[src/rtl/dq_pkg.sv]
// Package with shared sizes, command codes and the front-to-back operation type.
package dq_pkg;

	// Queue capacity and derived widths.
	localparam int DEPTH = 1024;
	localparam int IDX_W = $clog2(DEPTH);
	localparam int CNT_W = $clog2(DEPTH + 1);
	localparam int SUM_W = $clog2(2 * DEPTH);

	// Depth of the operation queue between front and back.
	localparam int OPQ_DEPTH = 4;
	localparam int OPQ_IDX_W = $clog2(OPQ_DEPTH);
	localparam int OPQ_CNT_W = $clog2(OPQ_DEPTH + 1);

	localparam int WORD_W = 32;
	localparam logic [WORD_W-1:0] EMPTY_ANSWER = '1;

	// Command codes carried on the kind field.
	typedef enum logic [2:0] {
		KIND_PUSH_FRONT = 3'd0,
		KIND_PUSH_BACK  = 3'd1,
		KIND_POP_FRONT  = 3'd2,
		KIND_POP_BACK   = 3'd3,
		KIND_SIZE       = 3'd4,
		KIND_EMPTY      = 3'd5,
		KIND_FRONT      = 3'd6,
		KIND_BACK       = 3'd7
	} kind_t;

	// One operation for the back end: a store write, or a result that is
	// either read from the store or given directly.
	typedef struct packed {
		logic              we;
		logic              re;
		logic [IDX_W-1:0]  addr;
		logic [WORD_W-1:0] data;
		logic              status;
	} op_t;

endpackage

[src/rtl/dq_op_fifo.sv]
// Short operation queue between the front end and the back end.
module dq_op_fifo import dq_pkg::*; (
	input  logic clk,
	input  logic arst_n,
	input  logic in_valid,
	input  op_t  in_op,
	output logic full,
	output logic out_valid,
	output op_t  out_op,
	input  logic out_take
);

	op_t                  entries_q [OPQ_DEPTH];
	logic [OPQ_IDX_W-1:0] wr_ptr_q;
	logic [OPQ_IDX_W-1:0] rd_ptr_q;
	logic [OPQ_CNT_W-1:0] cnt_q;
	logic                 do_wr;
	logic                 do_rd;

	assign full      = (cnt_q == OPQ_CNT_W'(OPQ_DEPTH));
	assign out_valid = (cnt_q != '0);
	assign out_op    = entries_q[rd_ptr_q];
	assign do_wr     = in_valid && !full;
	assign do_rd     = out_take && out_valid;

	// Entry storage.
	always_ff @(posedge clk) begin
		if (do_wr) begin
			entries_q[wr_ptr_q] <= in_op;
		end
	end

	// Pointers and fill count.
	always_ff @(posedge clk or negedge arst_n) begin
		if (!arst_n) begin
			wr_ptr_q <= '0;
			rd_ptr_q <= '0;
			cnt_q    <= '0;
		end else begin
			if (do_wr) begin
				wr_ptr_q <= (wr_ptr_q == OPQ_IDX_W'(OPQ_DEPTH - 1)) ? '0
				                                                    : wr_ptr_q + OPQ_IDX_W'(1);
			end
			if (do_rd) begin
				rd_ptr_q <= (rd_ptr_q == OPQ_IDX_W'(OPQ_DEPTH - 1)) ? '0
				                                                    : rd_ptr_q + OPQ_IDX_W'(1);
			end
			if (do_wr && !do_rd) begin
				cnt_q <= cnt_q + OPQ_CNT_W'(1);
			end else if (do_rd && !do_wr) begin
				cnt_q <= cnt_q - OPQ_CNT_W'(1);
			end
		end
	end

endmodule

[config.mk]
export PLATFORM = sky130hd
export DESIGN_NAME = dq_op_fifo
export DESIGN_NICKNAME = d
export VERILOG_FILES = /design/src/rtl/dq_pkg.sv /design/src/rtl/dq_op_fifo.sv
export SDC_FILE = /design/constraint.sdc
export NUM_CORES = 1
export LEC_CHECK = 0
export BUFFER_PORTS_ARGS = -buffer_cell sky130_fd_sc_hd__buf_2
export CAP_MARGIN = 0
export CORE_UTILIZATION = 60
export CTS_BUF_LIST = sky130_fd_sc_hd__clkbuf_8
export DETAILED_ROUTE_END_ITERATION = 10
export PLACE_DENSITY = 0.83
export SKIP_LAST_GASP = 1
export SYNTH_ARGS = -nofsm -noshare
export SYNTH_HDL_FRONTEND = slang
export SYNTH_SLANG_ARGS = --single-unit
[constraint.sdc]
create_clock -name clk -period 7.5 [get_ports clk]
set_clock_uncertainty 0.05 [all_clocks]
set_input_delay 0.375 -clock clk [delete_from_list [all_inputs] [get_ports clk]]
set_output_delay 0.375 -clock clk [all_outputs]
set_load 0.05 [all_outputs]
==> run summary <==
status -> finished clean
initial antenna violation count -> 0
hold path cells -> 1
via count -> 3080
largest stage delay on the critical path -> 1.04 ns
Max Slew Vio Count -> 0
Seq/Total Area, Yosys -> 80.45%
CP cell instances -> mux4_2 -> buf_2
Reg-to-Reg Start -> cnt_q[0]$_DFFE_PN0P_
Area Overhead vs Synth -> 14.09%
gpl congestion -> 0.6720
Warnings, synthesis -> 0
finished layout cell area -> 7914 sq um
Worst Max-Slew Pin Slew -> 1.160 ns
Worst slew margin -> 22.66%
vias in the first global route -> 3258
clk sinks -> 187
crit path time final -> 2.800 ns
remaining antenna violation count -> 0
chip width -> 109.5 microns
Cells after Synth -> 272
mapped cell area -> 6937 sq um
Yosys reg bits -> 187
drt wl/cell -> 21.11 microns
hold violation count in the final report -> 0
multi-input logic area -> 1279 sq um
Clock Tree Buf Depth -> 2
core box area -> 11030 sq um
CP Class -> reg -> out
VDD IR max -> 0.3337 mV
gr ovfl total -> 0
Post-Route WL -> 11250 microns
RSZ-0062 raised after global routing -> no
antenna diode count -> 0
Top-Level Pins -> 96
Root Driver -> clkbuf_8
highest clock rate -> 0.3571 GHz
worst setup path end -> out_op[32]
setup bufs post-CTS -> 0
gr usage total -> 20.62%
commonest non-fill, non-tap cells in the layout -> edfxtp_1 (180), buf_2 (95), mux4_2 (45)
clock slew seen by the registers of the worst setup and hold paths -> 0.08 ns
CTS H-tree lvls -> 4
# rows -> 38
crit path DAT -> 2.38 ns
gr busiest metal -> met2
DRC -> 0
CTS tree -> built
max-cap violations -> 0
Crit. End Element -> primary output
HP Class -> in -> reg
Worst setup startpoint -> rd_ptr_q[0]$_DFFE_PN0P_
count of final setup violators -> 0
crit path max fanout -> 48
Inserted Clock Buffers -> 17
fillers -> 666
Static Leak -> 2.727 nW
first-pass GRT wire length -> 16770 microns
layout cells sized above 1 -> 46.56%
Die ar. -> 11990 sq um
IO Port Bufs -> 95
post-detail-place hpwl -> 6775 microns
register area -> 5585 sq um
CP Launch Type -> flip-flop
fin nets -> 437
Avg Cell Area, Syn -> 25.50 sq um
Reg2Reg Depth -> 8
WP data required -> 7.07 ns
Slowest-stage cell, CP -> dfrtp_4
Unique masters post-synth -> 19
crit share post-route -> 37.33%
detailed-router iteration count before antenna repair -> 4
GR Util met1 -> 24.56%
PwrDens -> 438.4 nW/um^2
Setup TNS Final -> 0 ns
cts repair resizes -> 0
height of the chip -> 109.5 microns
M2 GR Usage -> 34.28%
initial core utilization -> 62.89%
most common cell after layout, fill and taps aside -> edfxtp_1
placement-stage cell area -> 7556 sq um
post-synthesis net count -> 328
via/cell ratio -> 5.779
Critical R2R Capture -> cnt_q[2]$_DFFE_PN0P_
drt initial violations -> 166
routing usage on met3 -> 8.773%
FF-to-FF setup slack -> 5.30 ns
Clock Latency Late Sink -> 0.44 ns
largest net degree at the start of global routing -> 49
## stage by stage
| stage | util (%) | total power [mW] | cells | setup WS, ns | hold WS (ns) |
|---|---|---|---|---|---|
| 6_report | 71.74 | 3.469 | 533 | 4.700 | 0.08853 |
| 3_5_place_dp | 68.50 | 2.919 | 501 | 5.122 | 0.1683 |
| 5_1_grt | 71.74 | 3.625 | 533 | 4.509 | 0.05730 |
| 2_1_floorplan | - | 2.627 | 272 | 4.409 | 0.02941 |
| 4_1_cts | 71.74 | 3.507 | 533 | 4.619 | 0.06074 |
| 3_3_place_gp | 68.50 | 2.893 | 501 | 5.113 | 0.1641 |
## flip-flops by register name (all words and copies together), names as in the netlist
signal,count
entries_q,180
rd_ptr_q,2
wr_ptr_q,2
cnt_q,3
## critical path, delay by kind of cell, from the launching register on
family / cells / cell delay (ns)
flip-flops: 1 / 1.04
multiplexers: 1 / 0.63
buffers and inverters: 1 / 0.23
## cells by family after synthesis
kind of cell	Yosys count	synth area share, %
flip-flops	187	80.45
AND/OR/NAND/NOR	12	1.100
XOR/XNOR	3	0.3789
buffers and inverters	13	1.281
multiplexers	50	15.42
adder cells (fa/ha/maj)	7	1.371
## report_power, final
| group | internal [mW] | switching (mW) |
|---|---|---|
| clock network | 0.283 | 0.308 |
| logic | 0.433 | 0.882 |
| registers | 1.38 | 0.182 |
| total | 2.10 | 1.37 |
## cell usage after synthesis (all sizes together)
cell      n  area, sq um
nor3b     1        12.51
and2      3        18.77
xor2      2        17.52
xnor2     1        8.760
buf      10        77.57
nand2     2        10.01
ha        6        75.07
inv       3        11.26
mux2      5        56.30
edfxtp  180         5405
nor2b     1        8.760
or3       1        11.26
nor2      4        15.01
dfrtp     7        175.2
fa        1        20.02
mux4     45         1013
## routing by layer
layer / up-vias / share of wire [%]
li1: 1370 / -
met1: 1598 / 39
met2: 100 / 53
met3: 12 / 7.1
met4: 0 / 0.93
met5: - / 0
## layout make-up
| cell class | count | area share (%) |
|---|---|---|
| Tap cell | 140 | 2.213 |
| Clock inverter | 14 | 1.439 |
| Clock buffer | 17 | 2.957 |
| Multi-Input combinational cell | 72 | 16.16 |
| Timing Repair Buffer | 100 | 6.514 |
| Inverter | 3 | 0.1423 |
| Sequential cell | 187 | 70.58 |
## what timing repair did
action / in CTS / in global routing
endpoints found under the hold margin: 7 / 0
endpoints found under the setup margin: 0 / 0
hold buffers: 1 / 0
## worst min-delay path by stage
stage / slack [ns] / end / start
2_1_floorplan: 0.03 / cnt_q[0]$_DFFE_PN0P_ / arst_n
3_3_place_gp: 0.16 / cnt_q[0]$_DFFE_PN0P_ / arst_n
3_5_place_dp: 0.17 / cnt_q[0]$_DFFE_PN0P_ / arst_n
4_1_cts: 0.06 / entries_q[3][13]$_DFFE_PP_ / in_op[13]
5_1_grt: 0.06 / entries_q[1][9]$_DFFE_PP_ / in_op[9]
6_report: 0.09 / entries_q[2][35]$_DFFE_PP_ / in_op[35]
No activity file was read; power rests on OpenSTA's default activity.
