File: src/rtl/dq_pkg.sv
// Package with shared sizes, command codes and the front-to-back operation type.
package dq_pkg;

	// Queue capacity and derived widths.
	localparam int DEPTH = 1024;
	localparam int IDX_W = $clog2(DEPTH);
	localparam int CNT_W = $clog2(DEPTH + 1);
	localparam int SUM_W = $clog2(2 * DEPTH);

	// Depth of the operation queue between front and back.
	localparam int OPQ_DEPTH = 4;
	localparam int OPQ_IDX_W = $clog2(OPQ_DEPTH);
	localparam int OPQ_CNT_W = $clog2(OPQ_DEPTH + 1);

	localparam int WORD_W = 32;
	localparam logic [WORD_W-1:0] EMPTY_ANSWER = '1;

	// Command codes carried on the kind field.
	typedef enum logic [2:0] {
		KIND_PUSH_FRONT = 3'd0,
		KIND_PUSH_BACK  = 3'd1,
		KIND_POP_FRONT  = 3'd2,
		KIND_POP_BACK   = 3'd3,
		KIND_SIZE       = 3'd4,
		KIND_EMPTY      = 3'd5,
		KIND_FRONT      = 3'd6,
		KIND_BACK       = 3'd7
	} kind_t;

	// One operation for the back end: a store write, or a result that is
	// either read from the store or given directly.
	typedef struct packed {
		logic              we;
		logic              re;
		logic [IDX_W-1:0]  addr;
		logic [WORD_W-1:0] data;
		logic              status;
	} op_t;

endpackage

File: src/rtl/dq_front.sv
// Front end: accepts commands, keeps head and count, and issues store operations.
module dq_front import dq_pkg::*; (
	input  logic              clk,
	input  logic              arst_n,
	input  logic              cmd_valid,
	input  logic [2:0]        cmd_kind,
	input  logic [WORD_W-1:0] cmd_value,
	input  logic              opq_full,
	output logic              cmd_full,
	output logic              op_valid,
	output op_t               op
);

	logic [IDX_W-1:0] head_q;
	logic [CNT_W-1:0] count_q;
	logic [IDX_W-1:0] head_d;
	logic [CNT_W-1:0] count_d;
	logic             accept;
	logic             is_empty;
	logic             is_full;
	logic [SUM_W-1:0] tail_sum;
	logic [SUM_W-1:0] last_sum;
	logic [IDX_W-1:0] tail_pos;
	logic [IDX_W-1:0] last_pos;
	logic [IDX_W-1:0] head_dec;
	logic [IDX_W-1:0] head_inc;
	kind_t            kind;

	assign cmd_full = opq_full;
	assign accept   = cmd_valid && !opq_full;
	assign kind     = kind_t'(cmd_kind);
	assign is_empty = (count_q == '0);
	assign is_full  = (count_q == CNT_W'(DEPTH));

	// Ring positions: next free slot at the back, last occupied slot, and head moves.
	always_comb begin
		tail_sum = SUM_W'(head_q) + SUM_W'(count_q);
		last_sum = tail_sum - SUM_W'(1);
		tail_pos = (tail_sum >= SUM_W'(DEPTH)) ? IDX_W'(tail_sum - SUM_W'(DEPTH))
		                                       : IDX_W'(tail_sum);
		last_pos = (last_sum >= SUM_W'(DEPTH)) ? IDX_W'(last_sum - SUM_W'(DEPTH))
		                                       : IDX_W'(last_sum);
		head_dec = (head_q == '0) ? IDX_W'(DEPTH - 1) : head_q - IDX_W'(1);
		head_inc = (head_q == IDX_W'(DEPTH - 1)) ? '0 : head_q + IDX_W'(1);
	end

	// Command decode into one operation and the next pointer state.
	always_comb begin
		head_d    = head_q;
		count_d   = count_q;
		op_valid  = 1'b0;
		op.we     = 1'b0;
		op.re     = 1'b0;
		op.addr   = head_q;
		op.data   = EMPTY_ANSWER;
		op.status = 1'b0;
		unique case (kind)
			KIND_PUSH_FRONT: begin
				if (!is_full) begin
					op_valid = 1'b1;
					op.we    = 1'b1;
					op.addr  = head_dec;
					op.data  = cmd_value;
					head_d   = head_dec;
					count_d  = count_q + CNT_W'(1);
				end
			end
			KIND_PUSH_BACK: begin
				if (!is_full) begin
					op_valid = 1'b1;
					op.we    = 1'b1;
					op.addr  = tail_pos;
					op.data  = cmd_value;
					count_d  = count_q + CNT_W'(1);
				end
			end
			KIND_POP_FRONT, KIND_FRONT: begin
				op_valid  = 1'b1;
				op.status = is_empty;
				op.re     = !is_empty;
				op.addr   = head_q;
				if (!is_empty && kind == KIND_POP_FRONT) begin
					head_d  = head_inc;
					count_d = count_q - CNT_W'(1);
				end
			end
			KIND_POP_BACK, KIND_BACK: begin
				op_valid  = 1'b1;
				op.status = is_empty;
				op.re     = !is_empty;
				op.addr   = last_pos;
				if (!is_empty && kind == KIND_POP_BACK) begin
					count_d = count_q - CNT_W'(1);
				end
			end
			KIND_SIZE: begin
				op_valid = 1'b1;
				op.data  = WORD_W'(count_q);
			end
			KIND_EMPTY: begin
				op_valid = 1'b1;
				op.data  = WORD_W'(is_empty);
			end
			default: begin
				op_valid = 1'b0;
			end
		endcase
		op_valid = op_valid && accept;
	end

	// Pointer state advances on each accepted transfer.
	always_ff @(posedge clk or negedge arst_n) begin
		if (!arst_n) begin
			head_q  <= '0;
			count_q <= '0;
		end else if (accept) begin
			head_q  <= head_d;
			count_q <= count_d;
		end
	end

	a_count_range: assert property (@(posedge clk) disable iff (!arst_n)
		count_q <= CNT_W'(DEPTH))
		else $error("entry count beyond capacity");
	a_head_range: assert property (@(posedge clk) disable iff (!arst_n)
		head_q <= IDX_W'(DEPTH - 1))
		else $error("head index beyond capacity");
	a_full_no_write: assert property (@(posedge clk) disable iff (!arst_n)
		(is_full && op_valid) |-> !op.we)
		else $error("store write issued while queue is full");

endmodule

File: config.mk
export PLATFORM = sky130hd
export DESIGN_NAME = dq_front
export DESIGN_NICKNAME = d
export VERILOG_FILES = /design/src/rtl/dq_pkg.sv /design/src/rtl/dq_front.sv
export SDC_FILE = /design/constraint.sdc
export NUM_CORES = 1
export LEC_CHECK = 0
export ABC_AREA = 0
export BUFFER_PORTS_ARGS = -buffer_cell sky130_fd_sc_hd__clkbuf_2
export CORE_UTILIZATION = 49
export DETAILED_ROUTE_END_ITERATION = 6
export PLACE_DENSITY = 0.76
export RECOVER_POWER = 25
export SYNTH_ARGS = -nofsm -noshare
export SYNTH_HDL_FRONTEND = slang
export SYNTH_SLANG_ARGS = --single-unit
File: constraint.sdc
create_clock -name clk -period 5.8 [get_ports clk]
set_clock_uncertainty 0.1 [all_clocks]
set_input_delay 0.29 -clock clk [delete_from_list [all_inputs] [get_ports clk]]
set_output_delay 0.29 -clock clk [all_outputs]
set_load 0.05 [all_outputs]
==> impl_metrics.json <==
{
  "p_leak_nw": 1.67,
  "layout_common_cells": "clkbuf_2 (83), nor2_1 (37), nand2_1 (37)",
  "design.core.area_um2": 5990,
  "hp-class": "flop to flop",
  "holdPathStages": 1,
  "grt_start_max_net_pins": 35,
  "num_rows": 28,
  "fmax_ghz": 0.251,
  "viasPerCell": 6.32,
  "synth_top_area_cell": "dfrtp_1",
  "die_x_um": 81.2,
  "ant_nets": 0,
  "cts_resized": 0,
  "cts_buffer_depth": 2,
  "place.gp.congestion": 0.971,
  "first_pass_iters": 5,
  "r2r_end": "head_q[3]",
  "min_period_ns": 3.99,
  "arrival_ns": 3.60,
  "reg2reg_setup_slack_ns": 2.65,
  "clock_sinks": 21,
  "regToRegStartpoint": "count_q[9]",
  "critical-path-max-stage-delay_ns": 0.57,
  "layout_worst_path_cycle_share": 0.688,
  "synth_ff_type": "dfrtp_1",
  "dpl.hpwl_mm": 7.14,
  "synth-edff-count": 0,
  "crit_start": "head_q[0]",
  "hold_buffers": 1,
  "slowest_stage": "dfrtp_1",
  "drive_gt1_frac": 0.230,
  "io_buffers": 85,
  "reg2reg_depth": 7,
  "cts_root_buf": "clkbuf_8",
  "synth_seq_cells": 21,
  "start_util": 0.513,
  "tightest_slew_ns": 1.24,
  "critPathLaunchType": "flop",
  "fin_nets": 524,
  "path_class": "flop to primary output",
  "final_cell_area_um2": 3530,
  "rsz0062_at_grt": "false",
  "fin_setup_tns_ns": 0,
  "antenna_found_initial": 0,
  "status": "completed",
  "postCtsSetupRepairBufs": 0,
  "netlist_area_um2": 3080,
  "clock_latency_ns": 0.27,
  "synthTopCellsByArea": "dfrtp_1 (17%), ha_1 (8.5%), a21o_1 (6.8%)",
  "async_flop_share": 1.00,
  "cts.htree.levels": 1,
  "crit_fanout": 12,
  "grt_pass1_wl_mm": 14.3,
  "avgRoutedWirePerCell_um": 17.5,
  "synthToLayoutAreaGrowth_pct": 14.7,
  "io_pins": 86,
  "cts_tree": "yes",
  "vias": 3385,
  "min_from": "count_q[6]",
  "slew_headroom": 0.177,
  "yosysWarnings": 0,
  "cp.required_ns": 5.41,
  "syn_nets": 465,
  "cts_made_buffers": 3,
  "ys_types": 58,
  "drtIter0Drc": 272,
  "dieArea_um2": 6600,
  "placed_cell_area_um2": 3470,
  "mostFrequentLayoutCell": "clkbuf_2",
  "fp.dieH_um": 81.2,
  "clk_pin_slew_ns": 0.09,
  "synthCells": 403,
  "multi_input_area_um2": 2380,
  "synth.avg_cell_area_um2": 7.63,
  "grt_overflow": 0,
  "cap_viol_max_count": 0,
  "crit_family": "compound AO/OA/AOI/OAI gates",
  "diodes": 0,
  "grtUsageTotal": 0.284,
  "seq_area_um2": 526,
  "timing.critical_path.cells": "ha_1 -> inv_1 -> fa_1 -> nor2b_1 -> o22ai_1 -> xor2_1 -> o2111ai_4 -> a2111oi_4 -> xnor2_1 -> a311o_1 -> clkbuf_2",
  "p_per_area_nw_per_um2": 550,
  "post-route-drc-count": 0,
  "setup_viol": 0,
  "whs_endpoint": "count_q[6]",
  "synth_top_area_frac": 0.171,
  "ys_seq_area_frac": 0.171,
  "cp_num_buf_inv": 2,
  "fillers": 557,
  "drv_slew": 0,
  "ir_worst_vdd_mv": 0.330,
  "endpoint_kind": "primary output",
  "grt_pass1_vias": 2970,
  "wl_mm": 9.39,
  "hold_violations": 0
}
-- metrics by stage --
stage | instances | total power [W] | worst slack [ns] | hold slack (ns) | util
finish | 536 | 0.00194 | 1.81 | 0.539 | 0.589
detailed placement | 531 | 0.00181 | 2.17 | 0.207 | 0.580
global route | 536 | 0.00207 | 1.64 | 0.556 | 0.589
floorplan | 403 | 0.00150 | 2.01 | -0.106 | -
CTS | 536 | 0.00192 | 1.87 | 0.452 | 0.589
global placement | 531 | 0.00178 | 2.20 | 0.207 | 0.580
-- routing by layer --
metal / global-route usage / wire length (µm) / vias to the layer above
met5: 0 / 0 / -
met3: 0.0337 / 614 / 23
li1: - / - / 1625
met4: 0.0982 / 279 / 0
met2: 0.513 / 4570 / 153
met1: 0.345 / 3930 / 1584
-- report_power, final --
group / switching, W / internal, W / total [W]
clock: 0.0000545 / 0.0000480 / 0.000102
sequential: 0.000164 / 0.000205 / 0.000369
combinational: 0.000912 / 0.000558 / 0.00147
-- cells in the mapped netlist (all sizes together), types with 3 or more instances --
cell type / count
nor3: 11
clkbuf: 31
xnor2: 17
and3: 3
a211oi: 6
nor2: 37
mux2: 8
o2111ai: 6
mux2i: 6
nand3: 11
inv: 13
ha: 21
a221o: 10
o22ai: 8
a21o: 28
o21a: 6
nand2: 37
nor4: 3
a21oi: 25
dfrtp: 21
xor2: 11
nand4: 5
or4: 3
or3: 5
and2: 4
a31oi: 8
a311o: 3
o21ai: 19
-- cell type report --
cell class,instances,share of cell area
sequential,21,0.149
inverter,14,0.0149
multi-input combinational,336,0.674
tap,75,0.0266
clock inverter,1,0.00142
clock buffer,3,0.0117
timing repair buffer,86,0.123
-- cell families after synthesis --
logic type,Yosys count,share of synthesized area
and+or+nand+nor,130,0.202
xor gates and xnor gates,28,0.0797
DFF,21,0.171
buffers and inverters,46,0.0574
adders and majority gates,23,0.0985
AOI/OAI and AO/OA,141,0.343
muxes,14,0.0488
-- flip-flops by register name, summed over array words and instances (netlist names) --
register	flops
count_q	11
head_q	10
-- worst max-delay path by stage --
stage / to / slack (ns) / cells after the start
2_1_floorplan: op[33] / 2.01 / 11
3_3_place_gp: op[40] / 2.20 / 11
3_5_place_dp: op[42] / 2.17 / 11
4_1_cts: op[42] / 1.87 / 11
5_1_grt: op[42] / 1.64 / 11
6_report: op[42] / 1.81 / 11
(Power assumes the default switching activity.)
